===== config.mk =====
export PLATFORM = sky130hd
export DESIGN_NAME = strict_priority_thread_scheduler
export DESIGN_NICKNAME = d
export VERILOG_FILES = /design/src/rtl/core/spts_pkg.sv /design/src/rtl/core/strict_priority_thread_scheduler.sv /design/src/rtl/core/spts_ctrl.sv /design/src/rtl/core/spts_datapath.sv
export SDC_FILE = /design/constraint.sdc
export NUM_CORES = 2
export LEC_CHECK = 0
export BUFFER_PORTS_ARGS = -buffer_cell sky130_fd_sc_hd__clkbuf_2
export CAP_MARGIN = 0
export CORE_ASPECT_RATIO = 1.2
export CORE_UTILIZATION = 33
export CTS_CLUSTER_DIAMETER = 150
export DETAILED_ROUTE_END_ITERATION = 10
export PLACE_DENSITY = 0.54
export SYNTH_ARGS = -nofsm -noshare
export SYNTH_HDL_FRONTEND = slang
export SYNTH_SLANG_ARGS = --single-unit

===== constraint.sdc =====
create_clock -name aclk -period 18 [get_ports aclk]
set_input_delay 0 -clock aclk [delete_from_list [all_inputs] [get_ports aclk]]
set_output_delay 0 -clock aclk [all_outputs]
set_load 0.05 [all_outputs]

===== src/rtl/core/spts_pkg.sv =====
// Shared types and constants for the strict priority thread scheduler.
// Used by the controller, the datapath and the top level; no dependencies.
`timescale 1ns / 1ps

package spts_pkg;

    // Default sizing, handed to the top level parameters
    localparam int QUEUE_DEPTH_DEF = 16;
    localparam int LEVELS_DEF      = 4;
    localparam int ID_BITS_DEF     = 16;

    // Fixed port widths
    localparam int KIND_W       = 2;
    localparam int PRIO_W       = 3;
    localparam int STATUS_W     = 3;
    localparam int TID_PORT_W   = 16;
    localparam int LEVEL_PORT_W = 2;

    // Level and thread id after reset
    localparam int LEVEL_TOP = 0;
    localparam int BOOT_TID  = 0;

    // Request kinds
    localparam logic [KIND_W-1:0] KIND_CREATE    = 2'd0;
    localparam logic [KIND_W-1:0] KIND_YIELD     = 2'd1;
    localparam logic [KIND_W-1:0] KIND_TERMINATE = 2'd2;

    // Result status codes
    localparam logic [STATUS_W-1:0] ST_OK          = 3'd0;
    localparam logic [STATUS_W-1:0] ST_BAD_PRIO    = 3'd1;
    localparam logic [STATUS_W-1:0] ST_FULL        = 3'd2;
    localparam logic [STATUS_W-1:0] ST_EMPTY       = 3'd3;
    localparam logic [STATUS_W-1:0] ST_NOT_STARTED = 3'd4;
    localparam logic [STATUS_W-1:0] ST_NO_IDS      = 3'd5;

    // Controller to datapath commands
    typedef struct packed {
        logic latch;     // capture the input transfer
        logic exec;      // decide, push, update ids
        logic dispatch;  // pick highest priority (lowest numbered) non-empty queue, issue store read
        logic load;      // take read data as running id
        logic result;    // load the output register
    } ctl_cmd_t;

    // Datapath to controller status
    typedef struct packed {
        logic need_dispatch;
    } dp_stat_t;

endpackage


===== src/rtl/core/strict_priority_thread_scheduler.sv =====
// Strict priority thread scheduler, LEVELS FIFO ready queues, level 0 first.
// Steps: latch, exec, result; terminate and dispatching yields add a dispatch
// step and a load step (registered read of the queue store) before the result.
// One item at a time: s_ready returns only after the result is registered.
// Reset (aresetn, synchronous): main thread runs, queues empty, next id 1;
// store contents are not cleared and need no clearing pass.
`timescale 1ns / 1ps

module strict_priority_thread_scheduler import spts_pkg::*; #(
    parameter int QUEUE_DEPTH = QUEUE_DEPTH_DEF,
    parameter int LEVELS      = LEVELS_DEF,
    parameter int ID_BITS     = ID_BITS_DEF
) (
    input  logic                    aclk,
    input  logic                    aresetn,
    input  logic                    s_valid,
    output logic                    s_ready,
    input  logic [KIND_W-1:0]       s_kind,
    input  logic [PRIO_W-1:0]       s_priority_req,
    output logic                    m_valid,
    input  logic                    m_ready,
    output logic [STATUS_W-1:0]     m_status,
    output logic [TID_PORT_W-1:0]   m_new_tid,
    output logic [TID_PORT_W-1:0]   m_running_tid,
    output logic [LEVEL_PORT_W-1:0] m_running_priority,
    output logic                    m_idle
);

    ctl_cmd_t cmd;
    dp_stat_t stat;

    // Sequencer
    spts_ctrl u_ctrl (
        .aclk    (aclk),
        .aresetn (aresetn),
        .s_valid (s_valid),
        .s_ready (s_ready),
        .m_valid (m_valid),
        .m_ready (m_ready),
        .stat    (stat),
        .cmd     (cmd)
    );

    // Queues and thread state
    spts_datapath #(
        .QUEUE_DEPTH (QUEUE_DEPTH),
        .LEVELS      (LEVELS),
        .ID_BITS     (ID_BITS)
    ) u_datapath (
        .aclk               (aclk),
        .aresetn            (aresetn),
        .s_kind             (s_kind),
        .s_priority_req     (s_priority_req),
        .cmd                (cmd),
        .stat               (stat),
        .m_status           (m_status),
        .m_new_tid          (m_new_tid),
        .m_running_tid      (m_running_tid),
        .m_running_priority (m_running_priority),
        .m_idle             (m_idle)
    );

`ifndef NO_ASSERTIONS
    // An accepted transfer makes the block busy on the next cycle
    a_busy_after_accept: assert property (@(posedge aclk) disable iff (!aresetn)
        (s_valid && s_ready) |=> !s_ready)
        else $error("input accepted while previous item in progress");

    // Idle result reports no running thread
    a_idle_zero: assert property (@(posedge aclk) disable iff (!aresetn)
        (m_valid && m_idle) |-> (m_running_tid == '0 && m_running_priority == '0))
        else $error("idle result carries a running thread");

    // Only a successful create hands out an id
    a_tid_on_ok: assert property (@(posedge aclk) disable iff (!aresetn)
        (m_valid && m_status != ST_OK) |-> (m_new_tid == '0))
        else $error("new id reported on failed request");
`endif

endmodule


===== src/rtl/core/spts_ctrl.sv =====
// Sequencing state machine of the scheduler: input and output handshakes,
// step commands to the datapath. Depends on spts_pkg.
`timescale 1ns / 1ps

module spts_ctrl import spts_pkg::*; (
    input  logic     aclk,
    input  logic     aresetn,
    input  logic     s_valid,
    output logic     s_ready,
    output logic     m_valid,
    input  logic     m_ready,
    input  dp_stat_t stat,
    output ctl_cmd_t cmd
);

    localparam logic [2:0] S_IDLE = 3'd0;
    localparam logic [2:0] S_EXEC = 3'd1;
    localparam logic [2:0] S_DISP = 3'd2;
    localparam logic [2:0] S_LOAD = 3'd3;
    localparam logic [2:0] S_DONE = 3'd4;

    logic [2:0] state_reg;
    logic [2:0] state_next;
    logic       m_valid_reg;
    logic       m_valid_next;

    // Next state and commands
    always_comb begin
        state_next   = state_reg;
        m_valid_next = m_valid_reg;
        cmd          = '0;
        if (m_valid_reg && m_ready) begin
            m_valid_next = 1'b0;
        end
        case (state_reg)
            S_IDLE: begin
                if (s_valid) begin
                    cmd.latch  = 1'b1;
                    state_next = S_EXEC;
                end
            end
            S_EXEC: begin
                cmd.exec   = 1'b1;
                state_next = stat.need_dispatch ? S_DISP : S_DONE;
            end
            S_DISP: begin
                cmd.dispatch = 1'b1;
                state_next   = S_LOAD;
            end
            S_LOAD: begin
                cmd.load   = 1'b1;
                state_next = S_DONE;
            end
            S_DONE: begin
                // wait for a free output register
                if (!m_valid_reg || m_ready) begin
                    cmd.result   = 1'b1;
                    m_valid_next = 1'b1;
                    state_next   = S_IDLE;
                end
            end
            default: begin
                state_next = S_IDLE;
            end
        endcase
    end

    always_ff @(posedge aclk) begin
        if (!aresetn) begin
            state_reg   <= S_IDLE;
            m_valid_reg <= 1'b0;
        end else begin
            state_reg   <= state_next;
            m_valid_reg <= m_valid_next;
        end
    end

    assign s_ready = (state_reg == S_IDLE);
    assign m_valid = m_valid_reg;

endmodule


===== src/rtl/core/spts_datapath.sv =====
// Scheduler datapath: ready queue store, per level pointers and counts,
// running thread state, id counter and output register. Depends on spts_pkg.
`timescale 1ns / 1ps

module spts_datapath import spts_pkg::*; #(
    parameter int QUEUE_DEPTH = QUEUE_DEPTH_DEF,
    parameter int LEVELS      = LEVELS_DEF,
    parameter int ID_BITS     = ID_BITS_DEF
) (
    input  logic                    aclk,
    input  logic                    aresetn,
    input  logic [KIND_W-1:0]       s_kind,
    input  logic [PRIO_W-1:0]       s_priority_req,
    input  ctl_cmd_t                cmd,
    output dp_stat_t                stat,
    output logic [STATUS_W-1:0]     m_status,
    output logic [TID_PORT_W-1:0]   m_new_tid,
    output logic [TID_PORT_W-1:0]   m_running_tid,
    output logic [LEVEL_PORT_W-1:0] m_running_priority,
    output logic                    m_idle
);

    localparam int LVL_W       = (LEVELS > 2) ? $clog2(LEVELS) : 1;
    localparam int PTR_W       = $clog2(QUEUE_DEPTH);
    localparam int CNT_W       = $clog2(QUEUE_DEPTH + 1);
    localparam int STORE_DEPTH = LEVELS * QUEUE_DEPTH;
    localparam int ADDR_W      = $clog2(STORE_DEPTH);
    localparam int TID_WIDE    = (ID_BITS > TID_PORT_W) ? ID_BITS : TID_PORT_W;
    localparam int LVL_WIDE    = (LVL_W > LEVEL_PORT_W) ? LVL_W : LEVEL_PORT_W;

    // Ready queue store, one ring of QUEUE_DEPTH entries per level
    logic [ID_BITS-1:0] store_mem [STORE_DEPTH];
    logic [ID_BITS-1:0] rdata_reg;
    logic               we;
    logic [ADDR_W-1:0]  waddr;
    logic [ID_BITS-1:0] wdata;
    logic               re;
    logic [ADDR_W-1:0]  raddr;

    // Control state
    logic [KIND_W-1:0]   kind_reg,     kind_next;
    logic [PRIO_W-1:0]   prio_reg,     prio_next;
    logic [PTR_W-1:0]    head_reg      [LEVELS];
    logic [PTR_W-1:0]    head_next     [LEVELS];
    logic [PTR_W-1:0]    tail_reg      [LEVELS];
    logic [PTR_W-1:0]    tail_next     [LEVELS];
    logic [CNT_W-1:0]    count_reg     [LEVELS];
    logic [CNT_W-1:0]    count_next    [LEVELS];
    logic [ID_BITS-1:0]  cur_tid_reg,  cur_tid_next;
    logic [LVL_W-1:0]    cur_lvl_reg,  cur_lvl_next;
    logic [ID_BITS:0]    next_id_reg,  next_id_next;
    logic                started_reg,  started_next;
    logic                cpu_idle_reg, cpu_idle_next;
    logic [STATUS_W-1:0] status_reg,   status_next;
    logic [ID_BITS-1:0]  created_reg,  created_next;
    logic                hit_reg,      hit_next;

    // Output register
    logic [STATUS_W-1:0]     out_status_reg;
    logic [TID_PORT_W-1:0]   out_new_tid_reg;
    logic [TID_PORT_W-1:0]   out_run_tid_reg;
    logic [LEVEL_PORT_W-1:0] out_run_lvl_reg;
    logic                    out_idle_reg;

    // Exec helpers
    logic               push_en;
    logic [LVL_W-1:0]   push_lvl;
    logic [LVL_W-1:0]   prio_lvl;
    logic               prio_ok;
    logic               any_ready;
    logic               need_disp;
    logic               sel_found;
    logic [LVL_W-1:0]   sel_lvl;
    logic [TID_WIDE-1:0] created_wide;
    logic [TID_WIDE-1:0] run_tid_wide;
    logic [LVL_WIDE-1:0] run_lvl_wide;

    function automatic logic [PTR_W-1:0] wrap_next(input logic [PTR_W-1:0] p);
        return (int'(p) == QUEUE_DEPTH - 1) ? '0 : p + 1'b1;
    endfunction

    function automatic logic [ADDR_W-1:0] store_addr(input logic [LVL_W-1:0] lvl,
                                                     input logic [PTR_W-1:0] p);
        return ADDR_W'(int'(lvl) * QUEUE_DEPTH + int'(p));
    endfunction

    assign prio_lvl = prio_reg[LVL_W-1:0];
    assign prio_ok  = (int'(prio_reg) < LEVELS);

    // Any queue non-empty, and highest priority (lowest numbered) non-empty level
    always_comb begin
        any_ready = 1'b0;
        sel_found = 1'b0;
        sel_lvl   = '0;
        for (int l = LEVELS - 1; l >= 0; l--) begin
            if (count_reg[l] != '0) begin
                any_ready = 1'b1;
                sel_found = 1'b1;
                sel_lvl   = LVL_W'(l);
            end
        end
    end

    // Step logic
    always_comb begin
        kind_next     = kind_reg;
        prio_next     = prio_reg;
        head_next     = head_reg;
        tail_next     = tail_reg;
        count_next    = count_reg;
        cur_tid_next  = cur_tid_reg;
        cur_lvl_next  = cur_lvl_reg;
        next_id_next  = next_id_reg;
        started_next  = started_reg;
        cpu_idle_next = cpu_idle_reg;
        status_next   = status_reg;
        created_next  = created_reg;
        hit_next      = hit_reg;
        push_en       = 1'b0;
        push_lvl      = cur_lvl_reg;
        wdata         = cur_tid_reg;
        need_disp     = 1'b0;
        re            = 1'b0;
        raddr         = store_addr(sel_lvl, head_reg[sel_lvl]);

        if (cmd.latch) begin
            kind_next = s_kind;
            prio_next = s_priority_req;
        end

        if (cmd.exec) begin
            status_next  = ST_OK;
            created_next = '0;
            case (kind_reg)
                KIND_CREATE: begin
                    started_next = 1'b1;
                    if (next_id_reg[ID_BITS]) begin
                        status_next = ST_NO_IDS;
                    end else begin
                        next_id_next = next_id_reg + {{ID_BITS{1'b0}}, 1'b1};
                        if (!prio_ok) begin
                            status_next = ST_BAD_PRIO;
                        end else if (count_reg[prio_lvl] == CNT_W'(QUEUE_DEPTH)) begin
                            status_next = ST_FULL;
                        end else begin
                            push_en      = 1'b1;
                            push_lvl     = prio_lvl;
                            wdata        = next_id_reg[ID_BITS-1:0];
                            created_next = next_id_reg[ID_BITS-1:0];
                        end
                    end
                end
                KIND_YIELD: begin
                    if (!started_reg) begin
                        status_next = ST_NOT_STARTED;
                    end else if (!any_ready) begin
                        status_next = ST_EMPTY;
                    end else if (cpu_idle_reg) begin
                        need_disp = 1'b1;
                    end else if (count_reg[cur_lvl_reg] == CNT_W'(QUEUE_DEPTH)) begin
                        status_next = ST_FULL;
                    end else begin
                        // requeue runner at the tail of its own level
                        push_en   = 1'b1;
                        need_disp = 1'b1;
                    end
                end
                KIND_TERMINATE: begin
                    need_disp = 1'b1;
                end
                default: begin
                end
            endcase
            if (push_en) begin
                tail_next[push_lvl]  = wrap_next(tail_reg[push_lvl]);
                count_next[push_lvl] = count_reg[push_lvl] + 1'b1;
            end
        end

        // Dispatch: pop the head of the highest priority (lowest numbered) non-empty level
        if (cmd.dispatch) begin
            if (sel_found) begin
                re                    = 1'b1;
                head_next[sel_lvl]    = wrap_next(head_reg[sel_lvl]);
                count_next[sel_lvl]   = count_reg[sel_lvl] - 1'b1;
                cur_lvl_next          = sel_lvl;
                cpu_idle_next         = 1'b0;
                hit_next              = 1'b1;
            end else begin
                cpu_idle_next = 1'b1;
                cur_tid_next  = '0;
                cur_lvl_next  = '0;
                hit_next      = 1'b0;
            end
        end

        if (cmd.load && hit_reg) begin
            cur_tid_next = rdata_reg;
        end
    end

    assign we    = cmd.exec && push_en;
    assign waddr = store_addr(push_lvl, tail_reg[push_lvl]);

    assign stat.need_dispatch = need_disp;

    // Store write port
    always_ff @(posedge aclk) begin
        if (we) begin
            store_mem[waddr] <= wdata;
        end
    end

    // Store read port, registered
    always_ff @(posedge aclk) begin
        if (re) begin
            rdata_reg <= store_mem[raddr];
        end
    end

    // Control state registers
    always_ff @(posedge aclk) begin
        if (!aresetn) begin
            for (int l = 0; l < LEVELS; l++) begin
                head_reg[l]  <= '0;
                tail_reg[l]  <= '0;
                count_reg[l] <= '0;
            end
            cur_tid_reg  <= ID_BITS'(BOOT_TID);
            cur_lvl_reg  <= LVL_W'(LEVEL_TOP);
            next_id_reg  <= {{ID_BITS{1'b0}}, 1'b1};
            started_reg  <= 1'b0;
            cpu_idle_reg <= 1'b0;
            hit_reg      <= 1'b0;
        end else begin
            head_reg     <= head_next;
            tail_reg     <= tail_next;
            count_reg    <= count_next;
            cur_tid_reg  <= cur_tid_next;
            cur_lvl_reg  <= cur_lvl_next;
            next_id_reg  <= next_id_next;
            started_reg  <= started_next;
            cpu_idle_reg <= cpu_idle_next;
            hit_reg      <= hit_next;
        end
    end

    // Per item payload registers
    always_ff @(posedge aclk) begin
        kind_reg    <= kind_next;
        prio_reg    <= prio_next;
        status_reg  <= status_next;
        created_reg <= created_next;
    end

    // Output register load
    assign created_wide = TID_WIDE'(created_reg);
    assign run_tid_wide = cpu_idle_reg ? '0 : TID_WIDE'(cur_tid_reg);
    assign run_lvl_wide = cpu_idle_reg ? '0 : LVL_WIDE'(cur_lvl_reg);

    always_ff @(posedge aclk) begin
        if (cmd.result) begin
            out_status_reg  <= status_reg;
            out_new_tid_reg <= created_wide[TID_PORT_W-1:0];
            out_run_tid_reg <= run_tid_wide[TID_PORT_W-1:0];
            out_run_lvl_reg <= run_lvl_wide[LEVEL_PORT_W-1:0];
            out_idle_reg    <= cpu_idle_reg;
        end
    end

    assign m_status           = out_status_reg;
    assign m_new_tid          = out_new_tid_reg;
    assign m_running_tid      = out_run_tid_reg;
    assign m_running_priority = out_run_lvl_reg;
    assign m_idle             = out_idle_reg;

endmodule

==> results.sh <==
export IMPL_status="finished with violations"
export IMPL_violations="max-capacitance violations, max-slew violations"
export IMPL_tns_ns=0
export IMPL_io_pins=49
export IMPL_vias=31610
export IMPL_grt_antenna_before_repair=2
export IMPL_start_kind="flip-flop"
export IMPL_drt_initial_drc_count=3407
export IMPL_finalCoreUtilization_pct=38.22
export IMPL_chipHeight_microns=421.9
export IMPL_wl_per_cell_microns=26.24
export IMPL_clockRootBuffer="clkbuf_16"
export IMPL_hold_class="primary input to flip-flop"
export IMPL_ant_nets=0
export IMPL_nNetsFinal=3745
export IMPL_synth_main_ff_cell="edfxtp_1"
export IMPL_wirelength_microns=151500
export IMPL_final_cell_count_no_fill=5774
export IMPL_crit_type="flip-flop to flip-flop"
export IMPL_vias_per_cell=5.474
export IMPL_rsz0062_at_grt="no"
export IMPL_yosysMostFrequentCell="edfxtp_1"
export IMPL_slew_headroom_pct=-3.055
export IMPL_synth_top_cells_by_area="edfxtp_1 68%, nand2_1 5.9%, dfxtp_1 3.9%"
export IMPL_place_congestion=0.8716
export IMPL_grt_max_degree=131
export IMPL_drive_above_1_share_pct=11.35
export IMPL_clkTransAtPathRegs_ns=0.06
export IMPL_worst_pin_slew_ns=1.532
export IMPL_max_stage_delay_ns=0.90
export IMPL_ctsHtreeMaxLevel=3
export IMPL_pwr_density_cell_nw_per_um2=101.2
export IMPL_setup_viol=0
export IMPL_fin_skew_ns=0.04680
export IMPL_yosys_top_cells_count="1,102 x edfxtp_1, 765 x nand2_1, 186 x nand3_1"
export IMPL_core_sq_um=145300
export IMPL_p_leak_nw=18.76
export IMPL_post_route_min_period_ns=6.835
export IMPL_hold_violations=0
export IMPL_slowest_stage="nor4_1"
export IMPL_synth_edff_count=1102
export IMPL_initial_core_util_pct=33.37
export IMPL_grt_use_total_pct=19.93
export IMPL_dp_cells=5529
export IMPL_gr_total_overflow=0
export IMPL_yosys_area_top_type="edfxtp_1"
export IMPL_dr_pass1_iters=7
export IMPL_cp_max_fo=129
export IMPL_netlist_area_sq_um=48480
export IMPL_grt_pass1_vias=30090
export IMPL_numCtsBuffers=120
export IMPL_cts_buffer_depth=3
export IMPL_drc=0
export IMPL_fmax_mhz=146.3
export IMPL_yosys_register_bits=1196
export IMPL_syn_nets=3655
export IMPL_largest_reg_flops=1024
export IMPL_irDropWorstVdd_mv=0.07974
export IMPL_worstPathRequired_ns=18.62
export IMPL_dpl_hpwl_microns=89540
export IMPL_cts_sinks=1196
export IMPL_yosysUniqueCellTypes=78
export IMPL_tritoncts="built"
export IMPL_cp_end_kind="flip-flop"
export IMPL_crit_family="simple AND/OR/NAND/NOR gates"
export IMPL_cts_setup_buffers=0
export IMPL_ys_seq_area_share_pct=72.14
export IMPL_syn_instance_count=3638
export IMPL_clk_latency_ns=0.77
export IMPL_io_buffer_count=48
export IMPL_fin_crit_sh_pct=37.97
export IMPL_synth_area_per_cell_sq_um=13.33
export IMPL_dieArea_sq_um=148500
export IMPL_yosysTopAreaCellShare_pct=68.25
export IMPL_die_w_microns=351.9
export IMPL_maxCapViolCount=1
export IMPL_path_cells="nor4_2 -> nand2_1 -> o311ai_4 -> nand2_4 -> inv_8 -> buf_12 -> buf_4 -> mux2i_1 -> a32oi_1 -> o22ai_1 -> nor4_1 -> or4_1"
export IMPL_rows=153
export IMPL_grt_pass1_wl_microns=217600
export IMPL_area_growth_pct=14.55
export IMPL_yosys_warnings=0
export IMPL_crit_buf_inv=3
export IMPL_async_flop_share_pct=0
export IMPL_arrival_ns=7.45
export IMPL_drv_slew=2
[logic make-up (layout without fill, tap and decap cells)]
group,count (synthesis),in the layout,share of synthesized area (%)
xor+xnor,20,20,0.3613
buf+inv,254,449,2.307
other cells,0,4,0
compound gates,613,613,8.978
fa+ha+maj,8,8,0.2065
flops,1196,1196,72.14
simple gates,1422,1422,13.25
mux,125,125,2.756
[what timing repair did]
item | 4_1_cts | 5_1_grt
hold endpoints to repair | 27 | 0
hold buffers | 14 | 0
gates resized for setup | 0 | 0
[report_power, final]
group          total (mW)  switching (mW)  internal [mW]
clock network        2.57            1.09           1.48
logic              0.0522          0.0369         0.0153
registers            3.00         0.00384           3.00
[area by class of cell]
class | count | area, sq um
clock inverter | 72 | 789.5
timing repair buffer | 203 | 1489
clock buffer | 155 | 3217
inverter | 19 | 81.33
tap | 1937 | 2424
multi-input combinational | 2188 | 12550
antenna | 4 | 10.01
fill | 13730 | 89760
sequential | 1196 | 34970
[worst min-delay path, stage by stage]
cell and delay, ns:
dlygate4sd3_1 0.52, clkbuf_2 0.09, nor2b_1 0.08, a21oi_1 0.13, nor2b_1 0.05
[final timing paths]
check                       startpoint                 endpoint  slack (ns)  cells after the start
min                            m_ready           u_ctrl.m_valid        0.18                      5
min reg2reg  u_datapath.created_reg[2]  u_datapath.m_new_tid[2]        0.42                      0
max reg2reg   u_datapath.count_reg[10]  u_datapath.rdata_reg[1]       11.17                     12
max           u_datapath.count_reg[10]  u_datapath.rdata_reg[1]       11.17                     12
[per-stage QoR]
step | power [mW] | setup slack [ns] | hold slack [ns] | instance area (sq um)
after floorplan | 3.093 | 11.67 | 0.09887 | 48480
after global placement | 3.110 | 11.41 | 0.1825 | 51380
after detailed placement | 3.110 | 11.32 | 0.1791 | 51380
after CTS | 5.654 | 11.27 | 0.1453 | 55530
after global routing | 5.760 | 10.79 | 0.1917 | 55530
final | 5.620 | 11.17 | 0.1768 | 55540
[placed cells by master (no fill, tap or decap), drive strengths merged, types with 23 or more instances in the layout]
cell and n:
a211oi 104, buf 141, dfxtp 94, inv 23, a21oi 115, mux2i 93
clkinv 48, a311oi 31, o22ai 26, o21ai 52, nor3 28, nor2 149
and2 33, edfxtp 1102, nand3 186, clkbuf 203, nand2 766, and3 116
mux2 28, a31oi 77, nor4 31, nor2b 50
[layer usage]
metal | GRT usage [%] | vias to the layer above | share of wire, %
li1 | - | 13940 | -
met3 | 2.811 | 270 | 6.5
met1 | 25.63 | 16110 | 41
met4 | 8.523 | 4 | 4.2
met2 | 33.47 | 1281 | 49
met5 | 0 | - | 0.018
Note: power is estimated with default switching activity, not from simulation.
